File: config.mk
export PLATFORM = sky130hd
export DESIGN_NAME = sha256_cascade_round_search
export DESIGN_NICKNAME = d
export VERILOG_FILES = /design/src/design/scrs_pkg.sv /design/src/design/sha256_cascade_round_search.sv
export SDC_FILE = /design/constraint.sdc
export NUM_CORES = 2
export LEC_CHECK = 0
export ABC_AREA = 1
export BUFFER_PORTS_ARGS = -buffer_cell sky130_fd_sc_hd__buf_2
export CORE_MARGIN = 2
export CORE_UTILIZATION = 45
export DETAILED_ROUTE_END_ITERATION = 12
export PLACE_DENSITY_LB_ADDON = 0.08
export SLEW_MARGIN = 30
export SYNTH_ARGS = -nofsm -noshare
export SYNTH_HDL_FRONTEND = slang
export SYNTH_SLANG_ARGS = --single-unit
File: constraint.sdc
create_clock -name clk -period 63.7 [get_ports clk]
set_input_delay 3.185 -clock clk [delete_from_list [all_inputs] [get_ports clk]]
set_output_delay 3.185 -clock clk [all_outputs]
set_load 0.02 [all_outputs]
File: src/design/scrs_pkg.sv
// Shared types, constants and SHA-256 round helpers for the cascade round search.
// No dependencies; used by design/sha256_cascade_round_search.sv.
`default_nettype none

package scrs_pkg;

	typedef logic [31:0] word_t;

	// Round constant K[60]
	localparam word_t ROUND_K60 = 32'h90befffa;

	// Sweep width; held to the range 1..32
	localparam int SCAN_BITS = 16;
	localparam int SCAN_W = (SCAN_BITS < 1) ? 1 : ((SCAN_BITS > 32) ? 32 : SCAN_BITS);

	function automatic word_t rotr(input word_t x, input int n);
		rotr = (x >> n) | (x << (32 - n));
	endfunction

	function automatic word_t big_sigma0(input word_t x);
		big_sigma0 = rotr(x, 2) ^ rotr(x, 13) ^ rotr(x, 22);
	endfunction

	function automatic word_t big_sigma1(input word_t x);
		big_sigma1 = rotr(x, 6) ^ rotr(x, 11) ^ rotr(x, 25);
	endfunction

	function automatic word_t choose(input word_t e, input word_t f, input word_t g);
		choose = (e & f) ^ (~e & g);
	endfunction

	function automatic word_t majority(input word_t a, input word_t b, input word_t c);
		majority = (a & b) ^ (a & c) ^ (b & c);
	endfunction

endpackage

`default_nettype wire

File: src/design/sha256_cascade_round_search.sv
// Top level of the SHA-256 cascade round search: item capture, per-item setup,
// candidate sweep through a four-stage pipeline and result register. Uses scrs_pkg.
`default_nettype none

// One item is taken at a time; in_stall is high from acceptance until its result
// has been moved into the output register, which may still hold the previous
// result while a new item is accepted. An item passes through three setup states
// (PREP1, PREP2, PREP3), then the sweep issues one candidate word per cycle into a
// four-stage checker pipeline. Without a match all 2^SCAN_W candidates are issued
// and the pipeline drains before the result is registered, and the next item can
// be taken in the following cycle; a match ends the sweep early and flushes the
// candidates still in flight.
module sha256_cascade_round_search (
	input  wire logic        clk,
	input  wire logic        arst_n,
	input  wire logic        in_valid,
	output logic             in_stall,
	input  wire logic [63:0] pair_a,
	input  wire logic [63:0] pair_b,
	input  wire logic [63:0] pair_c,
	input  wire logic [63:0] pair_d,
	input  wire logic [63:0] pair_e,
	input  wire logic [63:0] pair_f,
	input  wire logic [63:0] pair_g,
	input  wire logic [63:0] pair_h,
	input  wire logic [31:0] word_offset,
	input  wire logic [31:0] target_difference,
	output logic             out_valid,
	input  wire logic        out_stall,
	output logic             found
);

	localparam logic [2:0] ST_IDLE  = 3'd0;
	localparam logic [2:0] ST_PREP1 = 3'd1;
	localparam logic [2:0] ST_PREP2 = 3'd2;
	localparam logic [2:0] ST_PREP3 = 3'd3;
	localparam logic [2:0] ST_SWEEP = 3'd4;
	localparam logic [2:0] ST_DRAIN = 3'd5;
	localparam logic [2:0] ST_DONE  = 3'd6;

	logic [2:0] state_q;

	// Item registers, index 0 is the first state, 1 the second
	scrs_pkg::word_t a_q [2];
	scrs_pkg::word_t b_q [2];
	scrs_pkg::word_t c_q [2];
	scrs_pkg::word_t d_q [2];
	scrs_pkg::word_t e_q [2];
	scrs_pkg::word_t f_q [2];
	scrs_pkg::word_t g_q [2];
	scrs_pkg::word_t h_q [2];
	scrs_pkg::word_t off_q;
	scrs_pkg::word_t tgt_q;

	// Setup terms; ka/ke end as the per-item constants added to the candidate
	scrs_pkg::word_t pa_q [2];
	scrs_pkg::word_t pb_q [2];
	scrs_pkg::word_t t2_q [2];
	scrs_pkg::word_t ka_q [2];
	scrs_pkg::word_t ke_q [2];

	logic [scrs_pkg::SCAN_W-1:0] cnt_q;
	logic                        found_q;

	// Pipeline registers
	logic            v_s1, v_s2, v_s3, v_s4;
	scrs_pkg::word_t na_s1 [2];
	scrs_pkg::word_t ne_s1 [2];
	scrs_pkg::word_t ds_s2, dc_s2, tp_s2, tq_s2;
	scrs_pkg::word_t u_s3, tv_s3;
	logic            hit_s4;

	logic            in_take;
	logic            out_take;
	logic            issue;
	logic            hit;
	logic            pipe_busy;
	logic            load_out;
	scrs_pkg::word_t w_cand;

	assign in_stall  = (state_q != ST_IDLE);
	assign in_take   = in_valid && !in_stall;
	assign out_take  = out_valid && !out_stall;
	assign issue     = (state_q == ST_SWEEP);
	assign hit       = v_s4 && hit_s4;
	assign pipe_busy = v_s1 || v_s2 || v_s3 || v_s4;
	assign load_out  = (state_q == ST_DONE) && (!out_valid || !out_stall);
	assign w_cand    = 32'(cnt_q);

	// Control: state, sweep counter, pipeline valids, result register
	always_ff @(posedge clk or negedge arst_n) begin
		if (!arst_n) begin
			state_q   <= ST_IDLE;
			cnt_q     <= '0;
			found_q   <= 1'b0;
			v_s1      <= 1'b0;
			v_s2      <= 1'b0;
			v_s3      <= 1'b0;
			v_s4      <= 1'b0;
			out_valid <= 1'b0;
		end else begin
			// a match flushes whatever is still in flight
			v_s1 <= issue && !hit;
			v_s2 <= v_s1 && !hit;
			v_s3 <= v_s2 && !hit;
			v_s4 <= v_s3 && !hit;
			out_valid <= load_out || (out_valid && !out_take);
			case (state_q)
				ST_IDLE: begin
					if (in_take) begin
						state_q <= ST_PREP1;
					end
				end
				ST_PREP1: state_q <= ST_PREP2;
				ST_PREP2: state_q <= ST_PREP3;
				ST_PREP3: begin
					cnt_q   <= '0;
					found_q <= 1'b0;
					state_q <= ST_SWEEP;
				end
				ST_SWEEP, ST_DRAIN: begin
					if (state_q == ST_SWEEP) begin
						cnt_q <= cnt_q + 1'b1;
						if (&cnt_q) begin
							state_q <= ST_DRAIN;
						end
					end
					if (hit) begin
						// first match ends the sweep
						found_q <= 1'b1;
						state_q <= ST_DONE;
					end else if (state_q == ST_DRAIN && !pipe_busy) begin
						state_q <= ST_DONE;
					end
				end
				ST_DONE: begin
					if (load_out) begin
						state_q <= ST_IDLE;
					end
				end
				default: state_q <= ST_IDLE;
			endcase
		end
	end

	always_ff @(posedge clk) begin
		if (load_out) begin
			found <= found_q;
		end
	end

	// Item capture and per-item setup
	always_ff @(posedge clk) begin
		if (in_take) begin
			a_q[0] <= pair_a[63:32];
			a_q[1] <= pair_a[31:0];
			b_q[0] <= pair_b[63:32];
			b_q[1] <= pair_b[31:0];
			c_q[0] <= pair_c[63:32];
			c_q[1] <= pair_c[31:0];
			d_q[0] <= pair_d[63:32];
			d_q[1] <= pair_d[31:0];
			e_q[0] <= pair_e[63:32];
			e_q[1] <= pair_e[31:0];
			f_q[0] <= pair_f[63:32];
			f_q[1] <= pair_f[31:0];
			g_q[0] <= pair_g[63:32];
			g_q[1] <= pair_g[31:0];
			h_q[0] <= pair_h[63:32];
			h_q[1] <= pair_h[31:0];
			off_q  <= word_offset;
			tgt_q  <= target_difference;
		end
		if (state_q == ST_PREP1) begin
			// target less the h difference of the new states (old g)
			tgt_q <= tgt_q - g_q[0] + g_q[1];
			for (int i = 0; i < 2; i++) begin
				pa_q[i] <= h_q[i] + scrs_pkg::big_sigma1(e_q[i]);
				t2_q[i] <= scrs_pkg::big_sigma0(a_q[i])
					+ scrs_pkg::majority(a_q[i], b_q[i], c_q[i]);
			end
			pb_q[0] <= scrs_pkg::choose(e_q[0], f_q[0], g_q[0]) + scrs_pkg::ROUND_K60;
			pb_q[1] <= scrs_pkg::choose(e_q[1], f_q[1], g_q[1]) + scrs_pkg::ROUND_K60
				+ off_q;
		end
		if (state_q == ST_PREP2) begin
			// t1 without the candidate word
			for (int i = 0; i < 2; i++) begin
				pa_q[i] <= pa_q[i] + pb_q[i];
			end
		end
		if (state_q == ST_PREP3) begin
			for (int i = 0; i < 2; i++) begin
				ka_q[i] <= pa_q[i] + t2_q[i];
				ke_q[i] <= pa_q[i] + d_q[i];
			end
		end
	end

	// Checker pipeline: new a and e, then the difference terms, then sum and compare
	always_ff @(posedge clk) begin
		for (int i = 0; i < 2; i++) begin
			na_s1[i] <= ka_q[i] + w_cand;
			ne_s1[i] <= ke_q[i] + w_cand;
		end
		ds_s2 <= scrs_pkg::big_sigma1(ne_s1[0]) - scrs_pkg::big_sigma1(ne_s1[1]);
		dc_s2 <= scrs_pkg::choose(ne_s1[0], e_q[0], f_q[0])
			- scrs_pkg::choose(ne_s1[1], e_q[1], f_q[1]);
		tp_s2 <= scrs_pkg::big_sigma0(na_s1[0])
			+ scrs_pkg::majority(na_s1[0], a_q[0], b_q[0]);
		tq_s2 <= scrs_pkg::big_sigma0(na_s1[1])
			+ scrs_pkg::majority(na_s1[1], a_q[1], b_q[1]);
		u_s3   <= ds_s2 + dc_s2;
		tv_s3  <= tp_s2 - tq_s2;
		hit_s4 <= ((u_s3 + tv_s3) == tgt_q);
	end

endmodule

`default_nettype wire
==> impl_metrics.tcl <==
set metrics [dict create \
    multi_input_area_um2 44100 \
    cts-buffers-inserted 143 \
    postCtsHoldBufs 0 \
    worstHoldStart "ka_q[0][63]" \
    vias 71672 \
    fill_cells 17770 \
    ys_top_cells_by_area "edfxtp_1 32%, ha_1 10%, nand2_1 8.6%" \
    cp.arrival_ps 6980 \
    slew_headroom_pct 31.1 \
    wire_per_inst_um 24.7 \
    clkLatencyLatePin_ps 820 \
    viasPerCell 5.44 \
    synth_cell_types 67 \
    antenna_found_initial 20 \
    ir_drop_mv 0.0265 \
    seqPwrFrac_pct 30.1 \
    ff2ff_path_depth 7 \
    power_leakage_nw 42.9 \
    timing.final.ws_setup_ps 57140 \
    area_growth_pct 12.5 \
    hold_path_class "reg -> reg" \
    status "finished, final reports clean" \
    ios 583 \
    drt-initial-drc-count 6751 \
    critical_path_class "in -> reg" \
    p_clk_share_pct 21.0 \
    r2r_start "state_q[2]" \
    yosysMostFrequentCell "nand2_1" \
    nNetsFinal 11871 \
    drt_pre_antenna_iters 7 \
    ys_ff_latch 1243 \
    switchingPower_mw 1.83 \
    cp-start-kind "primary input" \
    internal_power_mw 2.22 \
    postCtsSetupRepairBufs 0 \
    drt-total-wl_um 325000 \
    dr.max_layer_used "met5" \
    fin_skew_ps 37.4 \
    ys_seq_area_share_pct 40.4 \
    combPwrFrac_pct 48.9 \
    cp-startpoint "in_valid" \
    cp_common_cell "buf_4" \
    hold_path_depth 1 \
    rows 158 \
    wl_met1_um 142000 \
    hpwl_um 274000 \
    synth_top_area_share_pct 32.0 \
    die_y_um 436 \
    grt_use_total_pct 33.3 \
    min_period_over_period_pct 10.3 \
    die_area_um2 190000 \
    grt_pass1_vias 67959 \
    synthArstFlopShare_pct 2.01 \
    synth_ff_type "edfxtp_1" \
    grt_remaining_overflow 0 \
    synth_area_leader_cell "edfxtp_1" \
    critPathBufInv 6 \
    grt_first_pass_wirelength_um 461000 \
    end_kind "flop" \
    fin_crit_ps 6560 \
    clk_pin_slew_worst_paths_ps 50 \
    p_per_area_nw_per_um2 42.8 \
    max_cap_viol_count 0 \
    synth_area_um2 84100 \
    setup_viol_count_final 0 \
    synth_common_cells "1,920 x nand2_1, 1,454 x inv_1, 897 x edfxtp_1, 869 x a21oi_1, 743 x nor2_1" \
    cts_max_level 4 \
    portBuffers 582 \
    tightest_slew_ps 1030 \
    die_x_um 436 \
    rsz0062_at_grt "false" \
    start_util_pct 45.3 \
    cts-root-buf "clkbuf_16" \
    fmax_mhz 152 \
    rr_endpoint "d_q[0][59]" \
    tritoncts "done" \
    syn_inst 9951 \
    drc_errors 0 \
    reg2reg_slack_ps 58770 \
    synth_nets 11270 \
    clock_sinks 1243 \
    drive_gt1_share_pct 8.54 \
    hold_viol_final 0 \
    critical_path.top_delay_family "buffers and inverters" \
    required_ps 64120 \
    cp_cell_sequence "buf_2, inv_1, nor2_4, buf_4, buf_4, buf_4, buf_4" \
    seq_area_um2 34000 \
    ys_warn_count 0 \
    syn_avg_cell_area_um2 8.45 \
    cts_max_path_buffers 3 \
    dr_wl_met3_um 22300 \
    grt_max_degree 185 \
    dr_wl_met2_um 147000 \
    cp_slowest_cell "buf_4" \
    slowest_delay_ps 830 \
    setup_tns_ps 0 \
    final_max_slew_viol_count 0 \
    critical_path.max_fanout 75 \
    coreArea_um2 186000 \
    ant_nets 0 \
    dp_slack_ps 56370 \
    hold_path_end "na_s1[0][63]" \
    place_congestion 1.02 \
    synth_edf_count 897 \
    cts_resized 0 \
    power.share.switching_pct 45.1 \
]
## worst register-to-register path: cells and delay by family, from the launching register on
kind,cells,cell delay [ps]
buffers and inverters,4,3150
flip-flops,1,420
AND/OR/NAND/NOR,3,850
## flip-flops by register name (all words and copies together) (netlist names), 64 cells and up
| name | flops |
|---|---|
| na_s1 | 64 |
| ka_q | 64 |
| pa_q | 64 |
| d_q | 64 |
| h_q | 64 |
| f_q | 64 |
| e_q | 64 |
| t2_q | 64 |
| b_q | 64 |
| ne_s1 | 64 |
| ke_q | 64 |
| g_q | 64 |
| c_q | 64 |
| pb_q | 64 |
| a_q | 64 |
## cell families after synthesis
logic type / synth area share (%)
compound gates: 12.6
mux: 0.205
fa+ha+maj: 11.7
xor+xnor: 11.6
buf+inv: 7.22
simple gates: 16.2
flops: 40.4
## per-stage QoR
step / cell area [µm²] / util [%] / hold slack [ps] / cells / total power, mW
detailed placement: 89700 / 48.3 / 443 / 12886 / 3.17
floorplan: 84100 / - / 420 / 9951 / 2.51
finish: 94600 / 51.0 / 445 / 13168 / 4.04
global route: 94600 / 50.9 / 486 / 13154 / 4.30
global placement: 89700 / 48.3 / 444 / 12886 / 3.17
CTS: 94500 / 50.9 / 451 / 13152 / 4.03
## power by group through the flow
stage | clock network (mW) | logic, mW | registers (mW)
after global routing | 0.896 | 2.19 | 1.22
after CTS | 0.866 | 1.95 | 1.22
final | 0.851 | 1.98 | 1.22
after floorplan | 0 | 1.38 | 1.13
after global placement | 0 | 1.93 | 1.23
after detailed placement | 0 | 1.94 | 1.23
## final cells by class
cell class                      count  area share [%]
Multi-Input combinational cell   7105            46.6
Sequential cell                  1243            35.9
Inverter                         1460            5.80
Clock buffer                      192            4.34
Tap cell                         2480            3.28
Timing Repair Buffer              599            3.25
Clock inverter                     74           0.790
Antenna cell                       15          0.0397
## routing by layer
layer,global-route usage (%),up-vias
met5,0,-
met4,12.3,8
met3,5.23,476
met2,53.0,2562
met1,45.7,34205
li1,-,34421
## worst max path at each step
stage | end | cells past startpoint | slack, ps
CTS | d_q[0][55] | 7 | 57220
detailed placement | d_q[0][62] | 7 | 56370
floorplan | a_q[0][0] | 2 | 36720
finish | d_q[0][59] | 7 | 57140
global placement | d_q[0][61] | 7 | 56450
global route | d_q[0][55] | 7 | 56990
## cells in the final DEF, fill, tap and decap left out, types with 332 or more instances in the layout
master	Yosys	layout
nand3_1	332	332
xnor2_1	464	463
a21oi_1	869	869
inv_1	1454	1452
edfxtp_1	897	897
nand2_1	1920	1918
nor2_1	743	742
xor2_1	652	652
ha_1	686	686
buf_2	18	582
o21ai_0	522	521
Power figures use the tool's default switching activity.
